==> src/hw/rtl/thg_pkg.sv <==
// Package for the thermal hysteresis governor.
// Holds reset values, field widths, codes and the shared control types.
// No dependencies.
package thg_pkg;

  localparam int AVG_DEPTH_DEF = 4;
  localparam int NUM_STATES    = 4;

  localparam int TEMP_W  = 8;
  localparam int STATE_W = 2;
  localparam int TRIP_W  = 16;
  localparam int CFG_W   = 8;
  localparam int CFG_A_W = 2;
  localparam int BIT_W   = 3;

  localparam logic [TEMP_W-1:0]  RISE_RST     = 8'd75;
  localparam logic [TEMP_W-1:0]  FALL_RST     = 8'd60;
  localparam logic [TEMP_W-1:0]  CRIT_RST     = 8'd95;
  localparam logic [TEMP_W-1:0]  MAXT_RST     = 8'd125;
  localparam logic [TEMP_W-1:0]  AVG_RST      = 8'd45;
  localparam logic [TRIP_W-1:0]  TRIP_MAX     = 16'hFFFF;
  localparam logic [STATE_W-1:0] STATE_MAX    = STATE_W'(NUM_STATES - 1);
  localparam logic [BIT_W-1:0]   DIV_TOP_BIT  = 3'd7;

  localparam logic [CFG_A_W-1:0] CFG_RISE = 2'd0;
  localparam logic [CFG_A_W-1:0] CFG_FALL = 2'd1;
  localparam logic [CFG_A_W-1:0] CFG_CRIT = 2'd2;
  localparam logic [CFG_A_W-1:0] CFG_MAXT = 2'd3;

  typedef enum logic [1:0] {
    KIND_FORCE,
    KIND_REJECT,
    KIND_SAMPLE
  } item_kind_t;

  typedef enum logic [1:0] {
    S_IDLE,
    S_ACCUM,
    S_DIV,
    S_FINISH
  } seq_state_t;

  typedef enum logic {
    ALU_ADD,
    ALU_SUB
  } alu_op_t;

  typedef struct packed {
    logic ring_wr;
    logic acc_clr;
    logic acc_add;
    logic div_step;
  } thg_ctrl_t;

endpackage

==> src/hw/rtl/thg_alu.sv <==
// Shared add/subtract unit of the governor datapath.
// Used for ring accumulation and for the restoring divide steps; uses thg_pkg.
module thg_alu import thg_pkg::*; #(
  parameter int W = 12
) (
  input  alu_op_t      op_i,
  input  logic [W-1:0] a_i,
  input  logic [W-1:0] b_i,
  output logic [W-1:0] res_o,
  output logic         borrow_o
);

  logic [W:0] full;

  always_comb begin
    if (op_i == ALU_SUB) begin
      full = {1'b0, a_i} - {1'b0, b_i};
    end else begin
      full = {1'b0, a_i} + {1'b0, b_i};
    end
  end

  assign res_o    = full[W-1:0];
  assign borrow_o = (op_i == ALU_SUB) && full[W];

endmodule

==> src/hw/rtl/thg_dp.sv <==
// Datapath: sample ring, write pointer, fill count, accumulator and quotient.
// Uses thg_pkg and the shared thg_alu.
module thg_dp import thg_pkg::*; #(
  parameter int  AVG_DEPTH = AVG_DEPTH_DEF,
  localparam int FILL_W    = $clog2(AVG_DEPTH + 1),
  localparam int IDX_W     = (AVG_DEPTH > 1) ? $clog2(AVG_DEPTH) : 1,
  localparam int ALU_W     = TEMP_W + FILL_W
) (
  input  logic              clk,
  input  logic              rst_n,
  input  thg_ctrl_t         ctrl_i,
  input  logic [IDX_W-1:0]  idx_i,
  input  logic [BIT_W-1:0]  bit_i,
  input  logic [TEMP_W-1:0] temp_i,
  output logic [FILL_W-1:0] fill_o,
  output logic [TEMP_W-1:0] quot_o
);

  logic [TEMP_W-1:0] ring_r [AVG_DEPTH];
  logic [IDX_W-1:0]  wp_r, wp_nxt;
  logic [FILL_W-1:0] fill_r, fill_nxt;
  logic [ALU_W-1:0]  acc_r, acc_nxt;
  logic [TEMP_W-1:0] quot_r, quot_nxt;
  logic [ALU_W-1:0]  alu_b;
  logic [ALU_W-1:0]  alu_res;
  logic              alu_borrow;
  alu_op_t           alu_op;

  always_ff @(posedge clk) begin
    if (ctrl_i.ring_wr) begin
      ring_r[wp_r] <= temp_i;
    end
  end

  always_comb begin
    wp_nxt   = wp_r;
    fill_nxt = fill_r;
    if (ctrl_i.ring_wr) begin
      wp_nxt = (wp_r == IDX_W'(AVG_DEPTH - 1)) ? '0 : wp_r + 1'b1;
      if (fill_r != FILL_W'(AVG_DEPTH)) begin
        fill_nxt = fill_r + 1'b1;
      end
    end
  end

  always_comb begin
    alu_op = ctrl_i.div_step ? ALU_SUB : ALU_ADD;
    if (ctrl_i.div_step) begin
      alu_b = ALU_W'(fill_r) << bit_i;
    end else begin
      alu_b = ALU_W'(ring_r[idx_i]);
    end
  end

  thg_alu #(.W(ALU_W)) u_alu (
    .op_i     (alu_op),
    .a_i      (acc_r),
    .b_i      (alu_b),
    .res_o    (alu_res),
    .borrow_o (alu_borrow)
  );

  always_comb begin
    acc_nxt  = acc_r;
    quot_nxt = quot_r;
    if (ctrl_i.acc_clr) begin
      acc_nxt = '0;
    end else if (ctrl_i.acc_add) begin
      acc_nxt = alu_res;
    end else if (ctrl_i.div_step) begin
      quot_nxt = {quot_r[TEMP_W-2:0], ~alu_borrow};
      if (!alu_borrow) begin
        acc_nxt = alu_res;
      end
    end
  end

  always_ff @(posedge clk) begin
    if (!rst_n) begin
      wp_r   <= '0;
      fill_r <= '0;
    end else begin
      wp_r   <= wp_nxt;
      fill_r <= fill_nxt;
    end
  end

  always_ff @(posedge clk) begin
    acc_r  <= acc_nxt;
    quot_r <= quot_nxt;
  end

  assign fill_o = fill_r;
  assign quot_o = quot_r;

  a_fill_bound: assert property (@(posedge clk) disable iff (!rst_n)
    fill_r <= FILL_W'(AVG_DEPTH))
    else $error("fill count beyond ring depth");

  a_wp_tracks_fill: assert property (@(posedge clk) disable iff (!rst_n)
    (fill_r != FILL_W'(AVG_DEPTH)) |-> (FILL_W'(wp_r) == fill_r))
    else $error("write pointer out of step with fill count");

endmodule

==> src/hw/rtl/thg_seq.sv <==
// Sequencer: steps the shared unit through accumulation and divide steps.
// Uses thg_pkg; drives thg_dp through a thg_ctrl_t bundle.
module thg_seq import thg_pkg::*; #(
  parameter int  AVG_DEPTH = AVG_DEPTH_DEF,
  localparam int FILL_W    = $clog2(AVG_DEPTH + 1),
  localparam int IDX_W     = (AVG_DEPTH > 1) ? $clog2(AVG_DEPTH) : 1
) (
  input  logic              clk,
  input  logic              rst_n,
  input  logic              start_i,
  input  logic              sample_i,
  input  logic              out_free_i,
  input  logic [FILL_W-1:0] fill_i,
  output logic              idle_o,
  output logic              finish_o,
  output thg_ctrl_t         ctrl_o,
  output logic [IDX_W-1:0]  idx_o,
  output logic [BIT_W-1:0]  bit_o
);

  seq_state_t       state_r, state_nxt;
  logic [IDX_W-1:0] idx_r, idx_nxt;
  logic [BIT_W-1:0] bit_r, bit_nxt;

  always_ff @(posedge clk) begin
    if (!rst_n) begin
      state_r <= S_IDLE;
      idx_r   <= '0;
      bit_r   <= '0;
    end else begin
      state_r <= state_nxt;
      idx_r   <= idx_nxt;
      bit_r   <= bit_nxt;
    end
  end

  always_comb begin
    state_nxt = state_r;
    idx_nxt   = idx_r;
    bit_nxt   = bit_r;
    ctrl_o    = '0;
    idle_o    = 1'b0;
    finish_o  = 1'b0;
    case (state_r)
      S_IDLE: begin
        idle_o = 1'b1;
        if (start_i) begin
          if (sample_i) begin
            ctrl_o.ring_wr = 1'b1;
            ctrl_o.acc_clr = 1'b1;
            idx_nxt        = '0;
            state_nxt      = S_ACCUM;
          end else begin
            state_nxt = S_FINISH;
          end
        end
      end
      S_ACCUM: begin
        ctrl_o.acc_add = 1'b1;
        if (FILL_W'(idx_r) == fill_i - FILL_W'(1)) begin
          idx_nxt   = '0;
          bit_nxt   = DIV_TOP_BIT;
          state_nxt = S_DIV;
        end else begin
          idx_nxt = idx_r + 1'b1;
        end
      end
      S_DIV: begin
        ctrl_o.div_step = 1'b1;
        if (bit_r == '0) begin
          state_nxt = S_FINISH;
        end else begin
          bit_nxt = bit_r - 1'b1;
        end
      end
      S_FINISH: begin
        if (out_free_i) begin
          finish_o  = 1'b1;
          state_nxt = S_IDLE;
        end
      end
      default: begin
        state_nxt = S_IDLE;
      end
    endcase
  end

  assign idx_o = idx_r;
  assign bit_o = bit_r;

  a_idx_in_fill: assert property (@(posedge clk) disable iff (!rst_n)
    (state_r == S_ACCUM) |-> (FILL_W'(idx_r) < fill_i))
    else $error("accumulation index past filled entries");

  a_div_ends: assert property (@(posedge clk) disable iff (!rst_n)
    (state_r == S_DIV && bit_r == '0) |=> (state_r == S_FINISH))
    else $error("divide did not end after last step");

endmodule

==> src/hw/rtl/thermal_hysteresis_governor_top.sv <==
// Thermal hysteresis governor: one item in, one result item out.
// A sample item makes one add per filled ring entry and one restoring divide step per
// quotient bit on a shared unit; force and rejected items skip both. in_tready is high
// only while the sequencer is idle; a finished result waits in the output register
// until taken.
// Reset (rst_n low at a clock edge) restores thresholds, state, average and trips.
module thermal_hysteresis_governor_top import thg_pkg::*; #(
  parameter int AVG_DEPTH = AVG_DEPTH_DEF
) (
  input  logic               clk,
  input  logic               rst_n,
  input  logic               in_tvalid,
  output logic               in_tready,
  input  logic [15:0]        in_tdata,    // temperature[7:0], requested_state[15:8]
  input  logic [0:0]         in_tuser,    // action[0]
  output logic               out_tvalid,
  input  logic               out_tready,
  output logic [31:0]        out_tdata,   // perf_state[1:0], average_temp[9:2],
                                          // trips[25:10], zero[31:26]
  output logic [1:0]         out_tuser,   // rejected[0], critical[1]
  input  logic               cfg_wr_en,
  input  logic [CFG_A_W-1:0] cfg_addr,
  input  logic [CFG_W-1:0]   cfg_wr_data
);

  localparam int FILL_W = $clog2(AVG_DEPTH + 1);
  localparam int IDX_W  = (AVG_DEPTH > 1) ? $clog2(AVG_DEPTH) : 1;

  logic [TEMP_W-1:0]  rise_r, fall_r, crit_r, maxt_r;
  logic [STATE_W-1:0] perf_r, perf_nxt;
  logic [TEMP_W-1:0]  avg_r, avg_nxt;
  logic [TRIP_W-1:0]  trip_r, trip_nxt;
  item_kind_t         kind_r;
  logic [TEMP_W-1:0]  req_r;
  logic               out_valid_r;
  logic [31:0]        out_data_r;
  logic [1:0]         out_user_r;
  logic               rej_nxt, crit_nxt;

  logic               accept, sample_ok, finish, idle;
  logic [TEMP_W-1:0]  in_temp;
  thg_ctrl_t          ctrl;
  logic [FILL_W-1:0]  fill;
  logic [TEMP_W-1:0]  quot;
  logic [IDX_W-1:0]   idx;
  logic [BIT_W-1:0]   bitpos;

  assign in_temp   = in_tdata[7:0];
  assign accept    = in_tvalid && in_tready;
  assign sample_ok = !in_tuser[0] && (in_temp <= maxt_r);
  assign in_tready = idle;

  always_ff @(posedge clk) begin
    if (!rst_n) begin
      rise_r <= RISE_RST;
      fall_r <= FALL_RST;
      crit_r <= CRIT_RST;
      maxt_r <= MAXT_RST;
    end else if (cfg_wr_en) begin
      case (cfg_addr)
        CFG_RISE: rise_r <= cfg_wr_data;
        CFG_FALL: fall_r <= cfg_wr_data;
        CFG_CRIT: crit_r <= cfg_wr_data;
        CFG_MAXT: maxt_r <= cfg_wr_data;
        default: begin
        end
      endcase
    end
  end

  thg_seq #(.AVG_DEPTH(AVG_DEPTH)) u_seq (
    .clk        (clk),
    .rst_n      (rst_n),
    .start_i    (accept),
    .sample_i   (sample_ok),
    .out_free_i (!out_valid_r || out_tready),
    .fill_i     (fill),
    .idle_o     (idle),
    .finish_o   (finish),
    .ctrl_o     (ctrl),
    .idx_o      (idx),
    .bit_o      (bitpos)
  );

  thg_dp #(.AVG_DEPTH(AVG_DEPTH)) u_dp (
    .clk    (clk),
    .rst_n  (rst_n),
    .ctrl_i (ctrl),
    .idx_i  (idx),
    .bit_i  (bitpos),
    .temp_i (in_temp),
    .fill_o (fill),
    .quot_o (quot)
  );

  always_ff @(posedge clk) begin
    if (accept) begin
      req_r <= in_tdata[15:8];
    end
  end

  always_ff @(posedge clk) begin
    if (!rst_n) begin
      kind_r <= KIND_FORCE;
    end else if (accept) begin
      if (in_tuser[0]) begin
        kind_r <= KIND_FORCE;
      end else if (in_temp > maxt_r) begin
        kind_r <= KIND_REJECT;
      end else begin
        kind_r <= KIND_SAMPLE;
      end
    end
  end

  always_comb begin
    perf_nxt = perf_r;
    avg_nxt  = avg_r;
    trip_nxt = trip_r;
    rej_nxt  = 1'b0;
    crit_nxt = 1'b0;
    case (kind_r)
      KIND_FORCE: begin
        if (req_r[TEMP_W-1]) begin
          perf_nxt = '0;
        end else if (req_r[TEMP_W-2:0] > (TEMP_W-1)'(NUM_STATES - 1)) begin
          perf_nxt = STATE_MAX;
        end else begin
          perf_nxt = req_r[STATE_W-1:0];
        end
      end
      KIND_REJECT: begin
        rej_nxt = 1'b1;
      end
      KIND_SAMPLE: begin
        avg_nxt = quot;
        if (quot >= crit_r) begin
          crit_nxt = 1'b1;
          perf_nxt = STATE_MAX;
          if (trip_r != TRIP_MAX) begin
            trip_nxt = trip_r + 1'b1;
          end
        end else if (quot >= rise_r) begin
          if (perf_r != STATE_MAX) begin
            perf_nxt = perf_r + 1'b1;
          end
        end else if (quot <= fall_r) begin
          if (perf_r != '0) begin
            perf_nxt = perf_r - 1'b1;
          end
        end
      end
      default: begin
      end
    endcase
  end

  always_ff @(posedge clk) begin
    if (!rst_n) begin
      perf_r      <= '0;
      avg_r       <= AVG_RST;
      trip_r      <= '0;
      out_valid_r <= 1'b0;
    end else begin
      if (finish) begin
        perf_r      <= perf_nxt;
        avg_r       <= avg_nxt;
        trip_r      <= trip_nxt;
        out_valid_r <= 1'b1;
      end else if (out_tready) begin
        out_valid_r <= 1'b0;
      end
    end
  end

  always_ff @(posedge clk) begin
    if (finish) begin
      out_data_r <= {6'd0, trip_nxt, avg_nxt, perf_nxt};
      out_user_r <= {crit_nxt, rej_nxt};
    end
  end

  assign out_tvalid = out_valid_r;
  assign out_tdata  = out_data_r;
  assign out_tuser  = out_user_r;

  a_crit_slowest: assert property (@(posedge clk) disable iff (!rst_n)
    (out_valid_r && out_user_r[1]) |-> (out_data_r[STATE_W-1:0] == STATE_MAX))
    else $error("critical result without slowest state");

  a_reject_holds: assert property (@(posedge clk) disable iff (!rst_n)
    (finish && kind_r == KIND_REJECT) |=>
      (perf_r == $past(perf_r) && avg_r == $past(avg_r) && trip_r == $past(trip_r)))
    else $error("rejected item changed governor state");

  a_trip_monotonic: assert property (@(posedge clk) disable iff (!rst_n)
    rst_n |=> (trip_r >= $past(trip_r)))
    else $error("trip counter decreased");

endmodule

==> config.mk <==
export PLATFORM = sky130hd
export DESIGN_NAME = thermal_hysteresis_governor_top
export DESIGN_NICKNAME = d
export VERILOG_FILES = /design/src/hw/rtl/thg_pkg.sv /design/src/hw/rtl/thg_alu.sv /design/src/hw/rtl/thg_dp.sv /design/src/hw/rtl/thg_seq.sv /design/src/hw/rtl/thermal_hysteresis_governor_top.sv
export SDC_FILE = /design/constraint.sdc
export NUM_CORES = 1
export LEC_CHECK = 0
export BUFFER_PORTS_ARGS = -buffer_cell sky130_fd_sc_hd__buf_2
export CORE_MARGIN = 10
export CORE_UTILIZATION = 55
export CTS_CLUSTER_SIZE = 40
export DETAILED_ROUTE_END_ITERATION = 10
export PLACE_DENSITY = 0.83
export SYNTH_ARGS = -nofsm -noshare
export SYNTH_HDL_FRONTEND = slang
export SYNTH_SLANG_ARGS = --single-unit
==> constraint.sdc <==
create_clock -name clk -period 5.55 [get_ports clk]
set_input_delay 1.11 -clock clk [delete_from_list [all_inputs] [get_ports clk]]
set_output_delay 1.11 -clock clk [all_outputs]
set_load 0.1 [all_outputs]
==> results.md <==
Power and ir drop:
- Power spread over the standard cell area amounts to between 400 and 500 nW/um^2.
- The proportion of power drawn by the clock network is roughly 28%.
- Sequential cells burn between 30% and 40% of the power.
- The part of the total power dissipated in combinational logic is between 30% and 40%.
- The power dissipated by switching net loads is 1.58 mW.
- The internal portion of total power is 2.72 mW.
- Net switching is a little over a third of the power.
- The analysis attributes to cell leakage a power of ~3.7 nW.
- The maximum ir drop on the vdd rail is approximately 0.00025 V.

Routing:
- The routed layout has 5971 vias.
- The detail route stage leaves a number of antenna-violating nets equal to 0.
- After detailed routing, the number of remaining DRC violations is 0.
- Using the TritonRoute via totals, the vias-per-cell ratio works out to approximately 5.6.
- After detailed routing, the average wire length per cell comes to between 15 and 20 um.
- The first detailed-routing pass took 5 iterations.
- The final wirelength is 17100 um.
- The initial detailed-routing violation count is 491.

Logic synthesis:
- The commonest cells after synthesis are dfxtp_1, nand2_1, nor2_1.
- In the synthesized netlist the dominant register cell turns out to be dfxtp_1.
- The netlist uses between 70 and 80 different library cells.
- The mean instance size in the synthesized netlist is roughly 10 sq um.
- Synthesis produced a netlist whose cell count is around 800.
- The largest total area in the synthesized netlist belongs to edfxtp_1.
- For this run, the register share of the synthesized area comes to about half.
- By area the synthesized netlist is led by edfxtp_1, dfxtp_1, ha_1.
- In this run, synthesis inferred between 70 and 80 flip-flops with an integrated enable.
- The synthesized design contains roughly 160 register bits.
- The Yosys step of the flow raised 0 warnings.
- In this run the biggest area consumer among cell types represents about 28% of the synthesized area.
- The fraction of registers with async set/reset is 0%.
- The cell area that synthesis handed to floorplanning was between 8000 and 9000 sq um.

Timing:
- Static timing analysis puts the maximum clock frequency at 0.234 GHz.
- Counting I/O delays and the setup requirement, the final critical path takes approximately 4.3 ns.
- The final clock period utilization by the worst path is between 70 and 80%.
- The normalized max-slew margin is 40.4%.
- Clock skew on the completed layout was measured at between 0.007 and 0.008 ns.
- For the pin with the worst max-slew slack, the measured transition is 0.893 ns.
- The setup violation total in the final timing report is 0.
- The max-slew violation count is 0.
- The hold violation total from the final report is 0.
- Setup repair after global routing left no endpoint under its margin.
- Across all hold checks on the routed design, the worst slack comes to around 0.46 ns.
- Adding up every negative setup slack in the final design gives 0 ns.

Floorplan:
- The die is 142 um tall.
- The starting density of the core is a little under three fifths.
- The row count is 44.
- The floorplan step set the die width to ~140 um.
- In this run the count of I/O pins placed on the die edge is between 60 and 70.
- The area enclosed by the die boundary is about 20000 sq um.
- The total core area is roughly 15000 sq um.

Job:
- The max-cap check violation count is 0.

Worst setup path:
- The gate family responsible for the most delay along the worst path is compound AO/OA/AOI/OAI gates.
- Counting cells, the worst reg-to-reg path comes to 18.
- The worst register-to-register path begins at u_seq.state_r[0].
- The worst-path cell with the longest stage delay is ha_1.
- The worst reg2reg path endpoint is u_dp.acc_r[2].
- The setup path with the least slack is of type reg2reg.
- The signal on the critical path passes through inv_1 > ha_1 > inv_2 > a311oi_2 > ha_1 > nand2_1 > nor3b_2 > xnor2_1 > a21oi_1 > ha_1 > o21a_1 > o21a_1 > o211ai_1 > a21boi_1 > o31ai_2 > buf_4 > mux2i_1 > nor2_1.
- The worst stage delay on the critical path is 0.58 ns.
- The data required time at the worst endpoint is between 5 and 6 ns.
- Following the worst setup path forward leads to its endpoint at u_dp.acc_r[2].
- In this run the register-to-register setup slack is 1.28 ns.
- The buffering stage count on the worst path with inverters included is 3.
- The worst setup path is captured at a flop.
- Of all nets on the critical path, the largest fanout is 18.
- The most critical setup path has its startpoint at u_seq.state_r[0].
- The most common cell type on the critical path is ha_1.
- Counting buffers and inverters, the worst setup path is 18 cells deep.
- The critical path data arrival time is approximately 4.6 ns.
- The startpoint class of the critical path is a flop.

CTS:
- The clock tree synthesis step divided the H-tree into 4 levels.
- The largest buffer count on any clock path is 2.
- The total setup buffers inserted after CTS is 0.
- The clock net in this run drives a total of 162 sinks.
- The root buffer cell is clkbuf_16.
- In this run, CTS created clock tree buffers numbering 17.
- The TritonCTS clock tree is done.
- The post-cts repair resize count is 0.
- Clock-pin slew was measured on the worst setup and hold paths at approximately 0.07 ns.
- The number of hold buffers added after cts is 0.
- Clock latency on the worst-skew pair, taken at its later pin, is about 0.44 ns.

Finish:
- The number of nets in the finished design is between 900 and 1000.
- 0 antenna diodes ended up in the layout.
- The post-layout utilization of the core is ~63%.
- The ratio of cells with drive above 1 in the final layout is around 14%.
- From synthesis to final layout, the design area changed by 12.3%.
- After routing the design area is approximately 9200 sq um.
- The fill cell total of the finished layout is about 1100.

GRT:
- The number of antenna violations at the first check in global routing is 0.
- The overall fraction of global-route tracks in use is approximately 17%.
- The maximum number of pins on one net before global-route repair is 39.
- The via count of the first global-routing pass came to 5946.
- The first-pass GRT wire length is roughly 29000 um.
- Summed over all layers, the global routing overflow is 0.

Placed design:
- After detailed placement, the total cell area comes to roughly 8600 sq um.
- The count of port buffers added during placement is 61.
- At the end of routability-driven placement, the weighted congestion stood at between 0.9 and 1.
- The wire-length estimate of the detail-placed layout is between 10000 and 15000 um.

Run status:
- The flow ran to the end, and the final reports show no timing, DRC or antenna violations.

Worst hold path:
- The worst hold path belongs to the class reg2reg.
## flip-flops by register name, summed over array words and instances, names as in the netlist, 8 cells and up, named ones only
name	count
u_dp.ring_r	32
u_dp.acc_r	11
fall_r	8
rise_r	8
u_dp.quot_o	8
maxt_r	8
out_tdata	26
trip_r	16
avg_r	8
crit_r	8
req_r	8
## tightest hold or removal path, cell delays in order (launching register included)
cell and delay, ns:
dfxtp_1 0.31, nand2_1 0.05, a21oi_1 0.05
## per-stage QoR
| step | setup slack, ns | power [mW] | std cells |
|---|---|---|---|
| 2_1_floorplan | 1.48 | 2.82 | 811 |
| 5_1_grt | 0.840 | 4.56 | 1059 |
| 6_report | 1.28 | 4.30 | 1059 |
| 3_3_place_gp | 1.56 | 3.05 | 1027 |
| 4_1_cts | 1.29 | 4.31 | 1059 |
| 3_5_place_dp | 1.37 | 3.10 | 1027 |
## placed cells by master (no fill, tap or decap), types with 20 or more instances in the layout
master,count
xnor2_1,25
nor2_1,82
o211ai_1,23
a21oi_1,48
nor3_1,25
ha_1,58
edfxtp_1,76
buf_2,61
nand2_1,86
mux2i_1,20
inv_1,52
dfxtp_1,86
nand3_1,24
## power groups by stage
stage                     Combinational (mW)  Clock [mW]  Sequential, mW
after global routing                    1.74        1.27            1.55
after global placement                  1.50           0            1.55
after floorplan                         1.18           0            1.64
final                                   1.56        1.20            1.53
after detailed placement                1.55           0            1.56
after CTS                               1.56        1.22            1.53
## final cells by class
| type | count | area [sq um] | area share (%) |
|---|---|---|---|
| sequential | 162 | 4000 | 43.4 |
| tap | 184 | 230 | 2.49 |
| clock inverter | 15 | 180 | 1.95 |
| inverter | 55 | 206 | 2.24 |
| clock buffer | 17 | 425 | 4.61 |
| timing repair buffer | 69 | 365 | 3.96 |
| multi-input combinational | 557 | 3820 | 41.4 |
## cells by family (layout without fill, tap and decap cells)
kind of cell / Yosys count / count (layout) / synth area share (%)
flops: 162 / 162 / 48.7
fa+ha+maj: 59 / 59 / 9.07
buf+inv: 92 / 156 / 5.10
simple gates: 273 / 273 / 15.3
mux: 39 / 39 / 6.04
compound gates: 142 / 142 / 11.7
xor+xnor: 38 / 38 / 4.05
other cells: 1 / 6 / 0.0456
## routing by layer
| metal | share of wire (%) | wire [um] | track usage (%) | vias to the layer above |
|---|---|---|---|---|
| li1 | - | - | - | 2968 |
| met3 | 4.6 | 783 | 4.11 | 34 |
| met1 | 44 | 7620 | 21.7 | 2842 |
| met5 | 0 | 0 | 0 | - |
| met4 | 2.3 | 391 | 7.10 | 0 |
| met2 | 49 | 8340 | 28.5 | 127 |
## worst min path at each step
stage | to | depth (start not counted) | from
final | fall_r[7] | 2 | fall_r[7]
after global routing | fall_r[7] | 2 | fall_r[7]
after CTS | fall_r[7] | 2 | fall_r[7]
after detailed placement | u_dp.quot_o[1] | 0 | u_dp.quot_o[0]
after global placement | u_dp.acc_r[0] | 2 | u_dp.acc_r[0]
after floorplan | u_dp.quot_o[1] | 0 | u_dp.quot_o[0]
Power figures use the tool's default switching activity.
